[config.mk]
export PLATFORM = sky130hd
export DESIGN_NAME = fcfs_ram
export DESIGN_NICKNAME = d
export VERILOG_FILES = /design/src/assert_macros.svh /design/src/fcfs_ram.sv
export SDC_FILE = /design/constraint.sdc
export NUM_CORES = 1
export LEC_CHECK = 0
export BUFFER_PORTS_ARGS = -buffer_cell sky130_fd_sc_hd__buf_2
export CORE_MARGIN = 2
export CORE_UTILIZATION = 65
export CTS_BUF_LIST = sky130_fd_sc_hd__clkbuf_16
export DETAILED_ROUTE_END_ITERATION = 10
export MAX_ROUTING_LAYER = met4
export PLACE_DENSITY_LB_ADDON = 0.15
export SYNTH_ARGS = -nofsm -noshare
export SYNTH_HDL_FRONTEND = slang
export SYNTH_SLANG_ARGS = --single-unit
[constraint.sdc]
create_clock -name i_clk -period 3.35 [get_ports i_clk]
set_input_delay 0.67 -clock i_clk [delete_from_list [all_inputs] [get_ports i_clk]]
set_output_delay 0.67 -clock i_clk [all_outputs]
set_load 0.01 [all_outputs]
[src/assert_macros.svh]
// Assertion macros shared by the face flux stencil RTL.
// No dependencies; included inside module bodies that check their own logic.
`ifndef ASSERT_MACROS_SVH
`define ASSERT_MACROS_SVH

// Same-cycle implication, checked on the rising edge of i_clk outside reset
`define ASSERT_IMPL(label, ante, cons, msg) \
    label: assert property (@(posedge i_clk) disable iff (!i_rst_n) (ante) |-> (cons)) \
        else $error(msg);

// Next-cycle implication, checked on the rising edge of i_clk outside reset
`define ASSERT_NEXT(label, ante, cons, msg) \
    label: assert property (@(posedge i_clk) disable iff (!i_rst_n) (ante) |=> (cons)) \
        else $error(msg);

`endif

[src/fcfs_ram.sv]
// Generic single-write, single-read RAM with registered read data.
// No dependencies.
module fcfs_ram #(
    parameter int WIDTH = 8,
    parameter int DEPTH = 16
) (
    input  logic                     i_clk,
    input  logic                     i_wr_en,
    input  logic [$clog2(DEPTH)-1:0] i_wr_addr,
    input  logic [WIDTH-1:0]         i_wr_data,
    input  logic                     i_rd_en,
    input  logic [$clog2(DEPTH)-1:0] i_rd_addr,
    output logic [WIDTH-1:0]         o_rd_data
);
    logic [WIDTH-1:0] r_mem [DEPTH];

    always_ff @(posedge i_clk) begin
        if (i_wr_en) begin
            r_mem[i_wr_addr] <= i_wr_data;
        end
        if (i_rd_en) begin
            o_rd_data <= r_mem[i_rd_addr];
        end
    end
endmodule

Word level (Yosys, flattened, before mapping)
Memory sizes are Yosys's and may differ from the RTL's. A register that Yosys moved wholly into a read port is not among the register bits.
Cells that the tools add are included.
- multiplexer cells: 2
- operators with widths (operator ; number):
    2-to-1 mux 1 bit ; 2
- flip-flop bits (word level): 0
- output and inout bits: 8
- word-level logic and storage cells: 3
- bits in writable memories: 128
- memories: 1
- memory list (name ; words ; bits a word ; read ports ; clocked after memory_dff ; write ports ; RTL line ; RTL):
    r_mem ; 16 ; 8 ; 1 ; 1 ; 1 ; fcfs_ram.sv:15 ; logic [WIDTH-1:0] r_mem [DEPTH];

Depth between registers and ports, before layout
Gate-level depths: netlist of the first run.
- depth in word-level cells: 2
- gate-level depth with buffers: 5

Worst setup path after synthesis of the first run
OpenSTA, ideal clock, no wires.
- kind: in2reg
- start: in i_wr_addr[2]
- end: mem r_mem[0][0], enable pin
- path slack: 1.187 ns
- buffers on the path: 0
- stages on the path: 2
- setup time: 0.383 ns
- data arrival time: 1.780 ns
- cell sequence: or3b_2 nor3_1
- RTL lines (what ; RTL line ; RTL):
    start, declared ; fcfs_ram.sv:9 ; input logic [$clog2(DEPTH)-1:0] i_wr_addr,
    end, declared ; fcfs_ram.sv:15 ;
No word-level cell before the write port.

==> impl_results.html, run 1 <==
<table>
<tr><th>Metric</th><th>Value</th></tr>
<tr><th colspan="2">Timing</th></tr>
<tr><td>Final setup margin</td><td>1.36 ns</td></tr>
<tr><td>Share of the clock period used by the worst path</td><td>59.5%</td></tr>
<tr><td>Worst Clk Skew</td><td>0.00712 ns</td></tr>
<tr><td>Total negative slack</td><td>0 ns</td></tr>
<tr><td>Minimum period implied by the final worst setup slack</td><td>1.99 ns</td></tr>
<tr><td>Number of hold violations in the final report</td><td>0</td></tr>
<tr><td>Count of pins over their slew limit</td><td>0</td></tr>
<tr><td>Headroom to the max-slew limit</td><td>35.8%</td></tr>
<tr><td>Worst Tran Pin Value</td><td>0.960 ns</td></tr>
<tr><td>FMAX</td><td>502 MHz</td></tr>
<tr><td>Setup repair after global routing missed its margin</td><td>false</td></tr>
<tr><td>Setup-failing EPs final</td><td>0</td></tr>
<tr><th colspan="2">Floorplan</th></tr>
<tr><td>Core outline area</td><td>0.00777 mm²</td></tr>
<tr><td>Row cnt</td><td>32</td></tr>
<tr><td>Die width</td><td>93.7 µm</td></tr>
<tr><td>Vertical die dimension</td><td>93.7 µm</td></tr>
<tr><td>Io pins</td><td>27</td></tr>
<tr><td>Die area</td><td>0.00878 mm²</td></tr>
<tr><td>Effective utilization at floorplan</td><td>67.3%</td></tr>
<tr><th colspan="2">Layout</th></tr>
<tr><td>Fin util</td><td>79.4%</td></tr>
<tr><td>Fraction of layout cells with a size suffix above 1</td><td>28.9%</td></tr>
<tr><td>Layout Nets</td><td>293</td></tr>
<tr><td>Signed area change from the synthesized netlist to the final layout</td><td>18.0%</td></tr>
<tr><td>Filler cells</td><td>391</td></tr>
<tr><td>Layout Cells excl Fill</td><td>389</td></tr>
<tr><td>Post-route design area</td><td>0.00617 mm²</td></tr>
<tr><td>Antenna diodes</td><td>0</td></tr>
<tr><th colspan="2">Logic synthesis</th></tr>
<tr><td>Number of synthesized flops with an enable pin</td><td>136</td></tr>
<tr><td>Most frequent cell after synthesis</td><td>edfxtp_1</td></tr>
<tr><td>Fraction of synthesis flops using an asynchronous set or reset pin</td><td>0%</td></tr>
<tr><td>Synthesis-stage register bit count</td><td>136</td></tr>
<tr><td>Post-Syn Instances</td><td>229</td></tr>
<tr><td>Synth top area cells</td><td>edfxtp_1, mux4_2, mux4_1</td></tr>
<tr><td>Commonest cells in the netlist</td><td>edfxtp_1, mux4_2, a22oi_1</td></tr>
<tr><td>Synth area leader</td><td>edfxtp_1</td></tr>
<tr><td>Post-synthesis cell type count</td><td>18</td></tr>
<tr><td>Mean post-synth cell area</td><td>22.8 µm²</td></tr>
<tr><td>Netlist Area Pre-Place</td><td>0.00523 mm²</td></tr>
<tr><td>Top FF cell, synth</td><td>edfxtp_1</td></tr>
<tr><td>Synth Warn #</td><td>0</td></tr>
<tr><td>Post-synthesis sequential area ratio</td><td>78.1%</td></tr>
<tr><td>Post-synth net total</td><td>248</td></tr>
<tr><td>Area share of the largest cell type after synthesis</td><td>78.1%</td></tr>
<tr><th colspan="2">Status</th></tr>
<tr><td>Status</td><td>finished, final reports clean</td></tr>
<tr><th colspan="2">Drt</th></tr>
<tr><td>Vias/cell</td><td>6.42</td></tr>
<tr><td>ANT nets after route</td><td>0</td></tr>
<tr><td>Final WL</td><td>10.3 mm</td></tr>
<tr><td>Routed length per placed instance</td><td>26.4 µm</td></tr>
<tr><td>Number of remaining DRC errors</td><td>0</td></tr>
<tr><td>Overall via count from detail_route</td><td>2497</td></tr>
<tr><td>Number of DRC violations after detailed-routing iteration 0</td><td>253</td></tr>
<tr><td>Number of iterations in the first detailed-routing pass</td><td>6</td></tr>
<tr><th colspan="2">Clock tree</th></tr>
<tr><td>Number of buffers added by the clock tree synthesis step</td><td>17</td></tr>
<tr><td>CTS tree</td><td>done</td></tr>
<tr><td>Count of instances resized after the clock tree is built</td><td>0</td></tr>
<tr><td>Clock latency of the later-clocked register in the worst-skew pair</td><td>0.41 ns</td></tr>
<tr><td>Number of sinks handled by clock tree synthesis</td><td>136</td></tr>
<tr><td>Register clock-pin slew on the reported worst setup and hold paths</td><td>0.06 ns</td></tr>
<tr><td>Maximum level of the CTS H-tree</td><td>4</td></tr>
<tr><td>Hold Buf Count CTS</td><td>0</td></tr>
<tr><td>Max clock buf depth</td><td>2</td></tr>
<tr><td>Number of buffers inserted by post-CTS setup repair</td><td>0</td></tr>
<tr><td>Buffer cell driving the clock tree root</td><td>clkbuf_16</td></tr>
<tr><th colspan="2">Pwr</th></tr>
<tr><td>Leak pwr</td><td>2.11 nW</td></tr>
<tr><td>Ratio of total power to cell area</td><td>686 mW/mm²</td></tr>
<tr><td>Worst voltage drop across the vdd grid</td><td>429 µV</td></tr>
<tr><th colspan="2">Placed design</th></tr>
<tr><td>RD Place Congestion</td><td>0.732</td></tr>
<tr><td>Pre-CTS setup slack</td><td>0.905 ns</td></tr>
<tr><td>Half-perimeter wire length after detailed placement</td><td>6.29 mm</td></tr>
<tr><td>Instance count after placement with tap cells included</td><td>357</td></tr>
<tr><td>Post-placement cell area</td><td>0.00549 mm²</td></tr>
<tr><td>Port Buffers</td><td>26</td></tr>
<tr><th colspan="2">Worst setup path</th></tr>
<tr><td>Data required time of the critical path</td><td>3.50 ns</td></tr>
<tr><td>Maximum net fanout on the critical path</td><td>9</td></tr>
<tr><td>Type of origin of the critical path</td><td>input pin</td></tr>
<tr><td>CP Data Arrival Time</td><td>2.14 ns</td></tr>
<tr><td>Worst Setup End Kind</td><td>flop</td></tr>
<tr><td>Worst setup path category</td><td>in2reg</td></tr>
<tr><th colspan="2">Global routing</th></tr>
<tr><td>Maximum number of pins on one net before global-route repair</td><td>33</td></tr>
<tr><td>Antenna violations before repair</td><td>0</td></tr>
<tr><td>Vias in the first global route</td><td>2559</td></tr>
<tr><td>Global route total overflow</td><td>0</td></tr>
<tr><td>Wire length of the first global-routing pass</td><td>15.4 mm</td></tr>
<tr><td>Total Routing Usage GR</td><td>27.4%</td></tr>
<tr><th colspan="2">Run</th></tr>
<tr><td>Max-capacitance violation count</td><td>0</td></tr>
<tr><th colspan="2">Worst hold path</th></tr>
<tr><td>Class of the tightest hold or removal check</td><td>in2reg</td></tr>
</table>
-- cell usage in the layout, fill, tap and decap left out, drive strengths merged --
| cell type | synthesis | final |
|---|---|---|
| edfxtp | 136 | 136 |
| buf | 7 | 36 |
| mux4 | 32 | 32 |
| clkbuf | 0 | 17 |
| a22oi | 16 | 16 |
| nor2 | 13 | 13 |
| nand2 | 9 | 9 |
| bufinv | 0 | 7 |
| inv | 0 | 5 |
| nor3 | 4 | 4 |
| clkinv | 0 | 3 |
| nand3b | 2 | 2 |
| nand2b | 2 | 2 |
| nor2b | 1 | 1 |
| and2 | 1 | 1 |
| and2b | 1 | 1 |
| nand3 | 1 | 1 |
| or3b | 1 | 1 |
-- power by group --
group	switching, mW	internal, mW
sequential	0.0125	1.92
clock	0.662	1.46
combinational	0.103	0.0711
-- state kept, by name, summed over array words and instances (netlist names) --
register   flops
o_rd_data      8
r_mem        128
-- critical path: stages --
cell     delay, ns
buf_2         0.28
buf_4         0.28
mux4_2        0.53
a22oi_1       0.28
nand2_1       0.09
-- final timing paths --
check                    startpoint                      to  slack (ns)  depth (start not counted)
max                    i_rd_addr[0]  o_rd_data[6]$_DFFE_PP_        1.36                          5
min                    i_wr_data[2]   r_mem[4][2]$_DFFE_PP_        0.65                          1
max reg2reg   r_mem[1][3]$_DFFE_PP_  o_rd_data[3]$_DFFE_PP_        1.80                          3
min reg2reg  r_mem[14][6]$_DFFE_PP_  o_rd_data[6]$_DFFE_PP_        0.78                          3
-- per-stage QoR --
stage / hold WS [ns] / power, mW
final: 0.649 / 4.23
after global placement: 0.726 / 2.13
after floorplan: 0.705 / 2.06
after detailed placement: 0.747 / 2.14
after CTS: 0.634 / 4.26
after global routing: 0.649 / 4.33
-- layer usage --
metal | vias to the layer above | GRT usage [%] | routed length (µm) | part of all wire (%)
li1 | 1078 | - | - | -
met1 | 1291 | 39.0 | 4350 | 42
met2 | 108 | 38.9 | 5060 | 49
met3 | 20 | 7.62 | 656 | 6.4
met4 | 0 | 11.1 | 199 | 1.9
met5 | - | - | 0 | 0
-- area by class of cell --
type / count / area [µm²] / area share, %
clock inverters: 15 / 256 / 4.16
repair buffers: 36 / 218 / 3.53
clock buffers: 17 / 425 / 6.90
multi-input cells: 83 / 1060 / 17.1
flip-flops and latches: 136 / 4080 / 66.2
well taps: 102 / 128 / 2.07
-- cell families (layout without fill, tap and decap cells) --
family / Yosys count / count (layout) / share of synthesized area (%)
buffers and inverters: 10 / 68 / 1.65
multiplexers: 32 / 32 / 14.8
flip-flops: 136 / 136 / 78.1
AO/OA/AOI/OAI: 16 / 16 / 2.30
AND/OR/NAND/NOR: 35 / 35 / 3.14
(Power assumes the default switching activity.)
==> run 2, diff against run 1 <==
- ABC_AREA: default -> 1
- CORE_UTILIZATION: 65 -> 55
- clock period: 3.35 -> 1.6 ns (I/O delays scaled with it)
==> run 2 against run 1 <==
Die area grew 31%. Combinational power grew to 2.8 times the previous value. Via count grew 54%. Synthesized cell count grew 140%. Cell area grew 8.7%. Register-to-register slack lost 1.3 ns. Highest routed layer unchanged.
==> impl_results.html, run 2 <==
<table>
<tr><th>Metric</th><th>Value</th></tr>
<tr><th colspan="2">Run</th></tr>
<tr><td>Max-capacitance violation count</td><td>0</td></tr>
<tr><th colspan="2">Drt</th></tr>
<tr><td>Final WL</td><td>12.7 mm</td></tr>
<tr><td>Routed length per placed instance</td><td>17.2 µm</td></tr>
<tr><td>Overall via count from detail_route</td><td>3840</td></tr>
<tr><td>Number of remaining DRC errors</td><td>0</td></tr>
<tr><td>Number of DRC violations after detailed-routing iteration 0</td><td>381</td></tr>
<tr><td>ANT nets after route</td><td>0</td></tr>
<tr><td>Vias/cell</td><td>5.20</td></tr>
<tr><td>Number of iterations in the first detailed-routing pass</td><td>5</td></tr>
<tr><th colspan="2">Clock tree</th></tr>
<tr><td>Number of sinks handled by clock tree synthesis</td><td>136</td></tr>
<tr><td>Number of buffers inserted by post-CTS setup repair</td><td>0</td></tr>
<tr><td>Maximum level of the CTS H-tree</td><td>4</td></tr>
<tr><td>CTS tree</td><td>done</td></tr>
<tr><td>Register clock-pin slew on the reported worst setup and hold paths</td><td>0.05 ns</td></tr>
<tr><td>Clock latency of the later-clocked register in the worst-skew pair</td><td>0.41 ns</td></tr>
<tr><td>Max clock buf depth</td><td>2</td></tr>
<tr><td>Hold Buf Count CTS</td><td>0</td></tr>
<tr><td>Buffer cell driving the clock tree root</td><td>clkbuf_16</td></tr>
<tr><td>Count of instances resized after the clock tree is built</td><td>0</td></tr>
<tr><td>Number of buffers added by the clock tree synthesis step</td><td>17</td></tr>
<tr><th colspan="2">Logic synthesis</th></tr>
<tr><td>Mean post-synth cell area</td><td>10.6 µm²</td></tr>
<tr><td>Number of synthesized flops with an enable pin</td><td>136</td></tr>
<tr><td>Netlist Area Pre-Place</td><td>0.00585 mm²</td></tr>
<tr><td>Synth top area cells</td><td>edfxtp_1, nand2_1, nand3_1</td></tr>
<tr><td>Dominant combinational cell family by area after synthesis</td><td>simple AND/OR/NAND/NOR gates</td></tr>
<tr><td>Post-synthesis cell type count</td><td>11</td></tr>
<tr><td>Synth area leader</td><td>edfxtp_1</td></tr>
<tr><td>Area share of the largest cell type after synthesis</td><td>69.8%</td></tr>
<tr><td>Commonest cells in the netlist</td><td>nand2_1, edfxtp_1, inv_1</td></tr>
<tr><td>Post-Syn Instances</td><td>551</td></tr>
<tr><td>Adder and majority cell fraction of the synthesized area</td><td>0%</td></tr>
<tr><td>Post-synth net total</td><td>570</td></tr>
<tr><td>Most frequent cell after synthesis</td><td>nand2_1</td></tr>
<tr><td>Complex-gate fraction of the synthesized area</td><td>0%</td></tr>
<tr><td>Top FF cell, synth</td><td>edfxtp_1</td></tr>
<tr><td>Post-synthesis sequential area ratio</td><td>69.8%</td></tr>
<tr><td>Simple-gate portion of the synthesized area</td><td>20.8%</td></tr>
<tr><td>Proportion of synthesized area in mux cells</td><td>0%</td></tr>
<tr><td>Fraction of synthesis flops using an asynchronous set or reset pin</td><td>0%</td></tr>
<tr><td>Xor and xnor fraction of the mapped netlist area</td><td>0%</td></tr>
<tr><td>Synth Warn #</td><td>0</td></tr>
<tr><td>Synthesis-stage register bit count</td><td>136</td></tr>
<tr><th colspan="2">Worst hold path</th></tr>
<tr><td>Worst Hold Endpoint</td><td>o_rd_data[7]$_DFFE_PP_</td></tr>
<tr><td>Class of the tightest hold or removal check</td><td>in2reg</td></tr>
<tr><td>HP Start</td><td>i_rd_en</td></tr>
<tr><td>Cell depth of the worst min-delay path</td><td>1</td></tr>
<tr><th colspan="2">Floorplan</th></tr>
<tr><td>Core outline area</td><td>0.0103 mm²</td></tr>
<tr><td>Vertical die dimension</td><td>107 µm</td></tr>
<tr><td>Row cnt</td><td>37</td></tr>
<tr><td>Effective utilization at floorplan</td><td>56.6%</td></tr>
<tr><td>Io pins</td><td>27</td></tr>
<tr><td>Die width</td><td>107 µm</td></tr>
<tr><td>Die area</td><td>0.0115 mm²</td></tr>
<tr><th colspan="2">Timing</th></tr>
<tr><td>Setup repair after global routing missed its margin</td><td>false</td></tr>
<tr><td>Headroom to the max-slew limit</td><td>60.4%</td></tr>
<tr><td>Count of pins over their slew limit</td><td>0</td></tr>
<tr><td>Worst Tran Pin Value</td><td>0.593 ns</td></tr>
<tr><td>Minimum period implied by the final worst setup slack</td><td>1.29 ns</td></tr>
<tr><td>Total negative slack</td><td>0 ns</td></tr>
<tr><td>Final setup margin</td><td>0.310 ns</td></tr>
<tr><td>Share of the clock period used by the worst path</td><td>80.6%</td></tr>
<tr><td>Setup-failing EPs final</td><td>0</td></tr>
<tr><td>Number of hold violations in the final report</td><td>0</td></tr>
<tr><td>Worst Clk Skew</td><td>0.00491 ns</td></tr>
<tr><td>FMAX</td><td>775 MHz</td></tr>
<tr><th colspan="2">Global routing</th></tr>
<tr><td>Antenna violations before repair</td><td>0</td></tr>
<tr><td>Wire length of the first global-routing pass</td><td>19.8 mm</td></tr>
<tr><td>Global route total overflow</td><td>0</td></tr>
<tr><td>Vias in the first global route</td><td>3513</td></tr>
<tr><td>Maximum number of pins on one net before global-route repair</td><td>65</td></tr>
<tr><td>Total Routing Usage GR</td><td>24.7%</td></tr>
<tr><th colspan="2">Layout</th></tr>
<tr><td>Largest registers</td><td>r_mem x128, o_rd_data x8</td></tr>
<tr><td>Commonest cells after routing, fill and taps aside</td><td>nand2_1, edfxtp_1, inv_1</td></tr>
<tr><td>Antenna diodes</td><td>0</td></tr>
<tr><td>Fraction of layout cells with a size suffix above 1</td><td>11.8%</td></tr>
<tr><td>Most common cell after layout, fill and taps aside</td><td>nand2_1</td></tr>
<tr><td>Signed area change from the synthesized netlist to the final layout</td><td>14.7%</td></tr>
<tr><td>Number of flip-flops in the largest register</td><td>128</td></tr>
<tr><td>Largest register by flop count</td><td>r_mem</td></tr>
<tr><td>Layout Nets</td><td>613</td></tr>
<tr><th colspan="2">Worst setup path</th></tr>
<tr><td>CP top delay family</td><td>flip-flops</td></tr>
<tr><td>Crit Reg-Reg Startpoint</td><td>r_mem[5][0]$_DFFE_PP_</td></tr>
<tr><td>Maximum net fanout on the critical path</td><td>1</td></tr>
<tr><td>CP Data Arrival Time</td><td>0.97 ns</td></tr>
<tr><td>Cell at the slowest stage of the critical path</td><td>edfxtp_1</td></tr>
<tr><td>Reg2Reg Depth</td><td>6</td></tr>
<tr><td>Data required time of the critical path</td><td>1.28 ns</td></tr>
<tr><td>Count of buffering cells on the critical path with inverters included</td><td>1</td></tr>
<tr><td>Worst setup path category</td><td>reg2out</td></tr>
<tr><td>Reg-to-reg slack, setup</td><td>0.47 ns</td></tr>
<tr><td>Delay of the slowest cell on the worst path</td><td>0.40 ns</td></tr>
<tr><td>Critical-path cell list</td><td>buf_2</td></tr>
<tr><td>Worst Setup End Kind</td><td>output pin</td></tr>
<tr><td>Type of origin of the critical path</td><td>flop</td></tr>
<tr><td>Reg-to-reg critical path endpoint</td><td>o_rd_data[0]$_DFFE_PP_</td></tr>
<tr><th colspan="2">Pwr</th></tr>
<tr><td>Leak pwr</td><td>2.93 nW</td></tr>
<tr><td>Worst voltage drop across the vdd grid</td><td>719 µV</td></tr>
<tr><td>Ratio of total power to cell area</td><td>1190 mW/mm²</td></tr>
<tr><th colspan="2">Placed design</th></tr>
<tr><td>Port Buffers</td><td>26</td></tr>
<tr><td>Pre-CTS setup slack</td><td>0.0340 ns</td></tr>
<tr><td>Half-perimeter wire length after detailed placement</td><td>7.79 mm</td></tr>
<tr><td>RD Place Congestion</td><td>0.811</td></tr>
<tr><th colspan="2">Status</th></tr>
<tr><td>Status</td><td>finished, final reports clean</td></tr>
</table>
[run 2: cell types whose count changed after synthesis, moves of 14 or more]
cell and change:
a22oi_1 -16, mux4_2 -18, nand2_1 +164, nand3_1 +96
inv_1 +100, mux4_1 -14
[run 2: logic make-up (layout without fill, tap and decap cells)]
kind of cell	Yosys count	after routing
flops	136	136
simple gates	289	289
buf+inv	126	178
[run 2: stage by stage]
stage	util, %	area, µm²	total power, mW	hold slack, ns	cells
2_1_floorplan	-	5850	4.40	0.419	551
3_3_place_gp	59.9	6180	4.60	0.697	711
3_5_place_dp	59.9	6180	4.60	0.692	711
4_1_cts	64.9	6710	8.05	0.265	739
5_1_grt	64.9	6710	8.26	0.274	739
6_report	64.9	6710	8.01	0.275	739
[run 2: how the worst max path moves through the flow]
stage,slack (ns),to,startpoint,cells past startpoint
2_1_floorplan,0.33,r_mem[10][0]$_DFFE_PP_,i_wr_addr[2],2
3_3_place_gp,0.04,o_rd_data[0]$_DFFE_PP_,i_rd_addr[1],6
3_5_place_dp,0.03,o_rd_data[0]$_DFFE_PP_,i_rd_addr[1],6
4_1_cts,0.29,o_rd_data[4],o_rd_data[4]$_DFFE_PP_,1
5_1_grt,0.27,o_rd_data[4],o_rd_data[4]$_DFFE_PP_,1
6_report,0.31,o_rd_data[4],o_rd_data[4]$_DFFE_PP_,1
[run 2: area by class of cell]
cell class,count,area (µm²)
clock buffer,17,425
fill,799,3620
clock inverter,11,96.3
timing repair buffer,48,333
tap,136,170
sequential,136,4080
multi-input combinational,289,1210
inverter,102,383
[run 2: report_power, final]
part	internal, mW	switching [mW]	total [mW]
Clock	2.20	1.27	3.47
Combinational	0.147	0.342	0.489
Sequential	4.02	0.0229	4.04
[run 2: metal layers]
layer / GRT usage [%] / wire length [µm]
met1: 36.0 / 5720
met2: 33.6 / 5630
met3: 5.47 / 1070
met4: 10.9 / 303
met5: - / 0
==> run 3, diff against run 2 <==
- ABC_AREA: 1 -> 0
- CORE_UTILIZATION: 55 -> 54
- clock period: 1.6 -> 1.05 ns (I/O delays scaled with it)
==> run 3 against run 2 <==
Non-clock buffer count increased by 14. Routed wire length decreased by 18%. Critical path type is now reg2reg. Sequential power increased by 52%. The run now ends with negative setup slack left.
==> impl_results.html, run 3 (same netlist as run 1, synthesis figures left out) <==
<table>
<tr><th>Metric</th><th>Value</th></tr>
<tr><th colspan="2">Layout</th></tr>
<tr><td>Commonest cells after routing, fill and taps aside</td><td>edfxtp_1, mux4_2, buf_2</td></tr>
<tr><td>Most common cell after layout, fill and taps aside</td><td>edfxtp_1</td></tr>
<tr><td>Filler cells</td><td>544</td></tr>
<tr><td>Signed area change from the synthesized netlist to the final layout</td><td>28.8%</td></tr>
<tr><td>Number of flip-flops in the largest register</td><td>128</td></tr>
<tr><td>Fraction of layout cells with a size suffix above 1</td><td>48.7%</td></tr>
<tr><td>Layout Nets</td><td>319</td></tr>
<tr><td>Largest registers</td><td>r_mem x128, o_rd_data x8</td></tr>
<tr><td>Fin util</td><td>72.2%</td></tr>
<tr><td>Largest register by flop count</td><td>r_mem</td></tr>
<tr><th colspan="2">Worst setup path</th></tr>
<tr><td>Type of origin of the critical path</td><td>flop</td></tr>
<tr><td>Worst Setup End Kind</td><td>flop</td></tr>
<tr><td>Critical-path cell list</td><td>mux4_2 -&gt; a22oi_2 -&gt; nand2_1</td></tr>
<tr><td>Delay of the slowest cell on the worst path</td><td>0.49 ns</td></tr>
<tr><td>Cell at the slowest stage of the critical path</td><td>mux4_2</td></tr>
<tr><td>Critical Path Start</td><td>r_mem[9][3]$_DFFE_PP_</td></tr>
<tr><td>Worst setup path category</td><td>reg2reg</td></tr>
<tr><td>Maximum net fanout on the critical path</td><td>1</td></tr>
<tr><td>Data required time of the critical path</td><td>1.20 ns</td></tr>
<tr><td>Crit Reg-Reg Startpoint</td><td>r_mem[9][3]$_DFFE_PP_</td></tr>
<tr><td>CP Data Arrival Time</td><td>1.58 ns</td></tr>
<tr><th colspan="2">Drt</th></tr>
<tr><td>Routed length per placed instance</td><td>23.5 µm</td></tr>
<tr><td>Number of DRC violations after detailed-routing iteration 0</td><td>221</td></tr>
<tr><td>Number of remaining DRC errors</td><td>0</td></tr>
<tr><td>Overall via count from detail_route</td><td>2605</td></tr>
<tr><td>Final WL</td><td>10.4 mm</td></tr>
<tr><td>Vias/cell</td><td>5.89</td></tr>
<tr><td>Number of iterations in the first detailed-routing pass</td><td>4</td></tr>
<tr><td>ANT nets after route</td><td>0</td></tr>
<tr><th colspan="2">Floorplan</th></tr>
<tr><td>Core outline area</td><td>0.00933 mm²</td></tr>
<tr><td>Vertical die dimension</td><td>102 µm</td></tr>
<tr><td>Io pins</td><td>27</td></tr>
<tr><td>Die width</td><td>102 µm</td></tr>
<tr><td>Row cnt</td><td>35</td></tr>
<tr><td>Die area</td><td>0.0105 mm²</td></tr>
<tr><td>Effective utilization at floorplan</td><td>56.0%</td></tr>
<tr><th colspan="2">Global routing</th></tr>
<tr><td>Maximum number of pins on one net before global-route repair</td><td>20</td></tr>
<tr><td>Wire length of the first global-routing pass</td><td>15.7 mm</td></tr>
<tr><td>Total Routing Usage GR</td><td>22.7%</td></tr>
<tr><td>Global route total overflow</td><td>0</td></tr>
<tr><td>Vias in the first global route</td><td>2683</td></tr>
<tr><td>Antenna violations before repair</td><td>1</td></tr>
<tr><th colspan="2">Clock tree</th></tr>
<tr><td>Clock latency of the later-clocked register in the worst-skew pair</td><td>0.41 ns</td></tr>
<tr><td>Register clock-pin slew on the reported worst setup and hold paths</td><td>0.06 ns</td></tr>
<tr><td>Buffer cell driving the clock tree root</td><td>clkbuf_16</td></tr>
<tr><td>Maximum level of the CTS H-tree</td><td>4</td></tr>
<tr><td>Number of buffers inserted by post-CTS setup repair</td><td>0</td></tr>
<tr><td>Max clock buf depth</td><td>2</td></tr>
<tr><td>CTS tree</td><td>done</td></tr>
<tr><td>Number of buffers added by the clock tree synthesis step</td><td>17</td></tr>
<tr><td>Number of sinks handled by clock tree synthesis</td><td>136</td></tr>
<tr><th colspan="2">Worst hold path</th></tr>
<tr><td>Class of the tightest hold or removal check</td><td>in2reg</td></tr>
<tr><td>HP Start</td><td>i_rd_en</td></tr>
<tr><th colspan="2">Pwr</th></tr>
<tr><td>Ratio of total power to cell area</td><td>1930 mW/mm²</td></tr>
<tr><td>Leak pwr</td><td>2.22 nW</td></tr>
<tr><td>Total Power</td><td>13.0 mW</td></tr>
<tr><td>Worst voltage drop across the vdd grid</td><td>1290 µV</td></tr>
<tr><th colspan="2">Run</th></tr>
<tr><td>Max-capacitance violation count</td><td>0</td></tr>
<tr><th colspan="2">Timing</th></tr>
<tr><td>Number of hold violations in the final report</td><td>0</td></tr>
<tr><td>Final Hold Slack</td><td>0.181 ns</td></tr>
<tr><td>Worst Clk Skew</td><td>0.00563 ns</td></tr>
<tr><td>Final setup margin</td><td>-0.379 ns</td></tr>
<tr><td>Setup-failing EPs final</td><td>16</td></tr>
<tr><td>Share of the clock period used by the worst path</td><td>136%</td></tr>
<tr><td>Minimum period implied by the final worst setup slack</td><td>1.43 ns</td></tr>
<tr><td>Setup repair after global routing missed its margin</td><td>true</td></tr>
<tr><td>Count of pins over their slew limit</td><td>0</td></tr>
<tr><td>Total negative slack</td><td>-3.46 ns</td></tr>
<tr><td>Worst Tran Pin Value</td><td>1.06 ns</td></tr>
<tr><td>Headroom to the max-slew limit</td><td>29.0%</td></tr>
<tr><td>FMAX</td><td>700 MHz</td></tr>
<tr><th colspan="2">Status</th></tr>
<tr><td>Violated checks</td><td>negative setup slack</td></tr>
<tr><td>Status</td><td>finished with violations</td></tr>
<tr><th colspan="2">Placed design</th></tr>
<tr><td>RD Place Congestion</td><td>0.726</td></tr>
<tr><td>Port Buffers</td><td>26</td></tr>
<tr><td>Pre-CTS setup slack</td><td>-0.696 ns</td></tr>
<tr><td>Half-perimeter wire length after detailed placement</td><td>6.53 mm</td></tr>
</table>
run 3: path summary, 6_finish.rpt:
| kind | end | slack [ns] | cells after the start |
|---|---|---|---|
| max | o_rd_data[3]$_DFFE_PP_ | -0.38 | 3 |
| min reg2reg | o_rd_data[7]$_DFFE_PP_ | 0.77 | 3 |
| max reg2reg | o_rd_data[3]$_DFFE_PP_ | -0.38 | 3 |
| min | o_rd_data[1]$_DFFE_PP_ | 0.18 | 1 |
run 3: per-stage QoR:
| step | cell area, µm² | instances |
|---|---|---|
| 6_report | 6730 | 442 |
| 5_1_grt | 6730 | 442 |
| 4_1_cts | 6710 | 441 |
| 3_5_place_dp | 6060 | 410 |
| 3_3_place_gp | 6060 | 410 |
| 2_1_floorplan | 5360 | 229 |
run 3: area by class of cell:
type                            count  area (µm²)  area share, %
Timing Repair Buffer               62         676           10.0
Multi-Input combinational cell     83        1200           17.9
Clock inverter                     14         183           2.71
Sequential cell                   136        4080           60.6
Clock buffer                       17         425           6.32
Tap cell                          129         161           2.40
Antenna cell                        1        2.50         0.0372
run 3: power by group:
group          switching, mW  leakage [nW]  internal, mW  total, mW
Combinational          0.396         0.692         0.349      0.745
Clock                   2.13         0.295          3.93       6.07
Sequential            0.0397          1.24          6.12       6.16
Total                   2.57          2.22          10.4       13.0
run 3: per-layer routing:
| metal | track usage, % | routed length [µm] | vias up |
|---|---|---|---|
| met4 | 7.59 | 153 | 0 |
| met5 | - | 0 | - |
| met2 | 35.2 | 5370 | 115 |
| met3 | 6.63 | 687 | 12 |
| li1 | - | - | 1109 |
| met1 | 29.4 | 4170 | 1369 |
run 3: repair_timing:
| action | CTS | global route |
|---|---|---|
| endpoints found under the setup margin | 16 | 16 |
| resized for setup | 9 | 5 |
| pin swaps | 3 | 4 |
| hold buffers | 0 | 0 |
run 3: critical path: cells and delay by family (launching register included):
kind / cells / cell delay [ns]
AOI/OAI and AO/OA: 1 / 0.23
muxes: 1 / 0.49
DFF: 1 / 0.38
and+or+nand+nor: 1 / 0.08
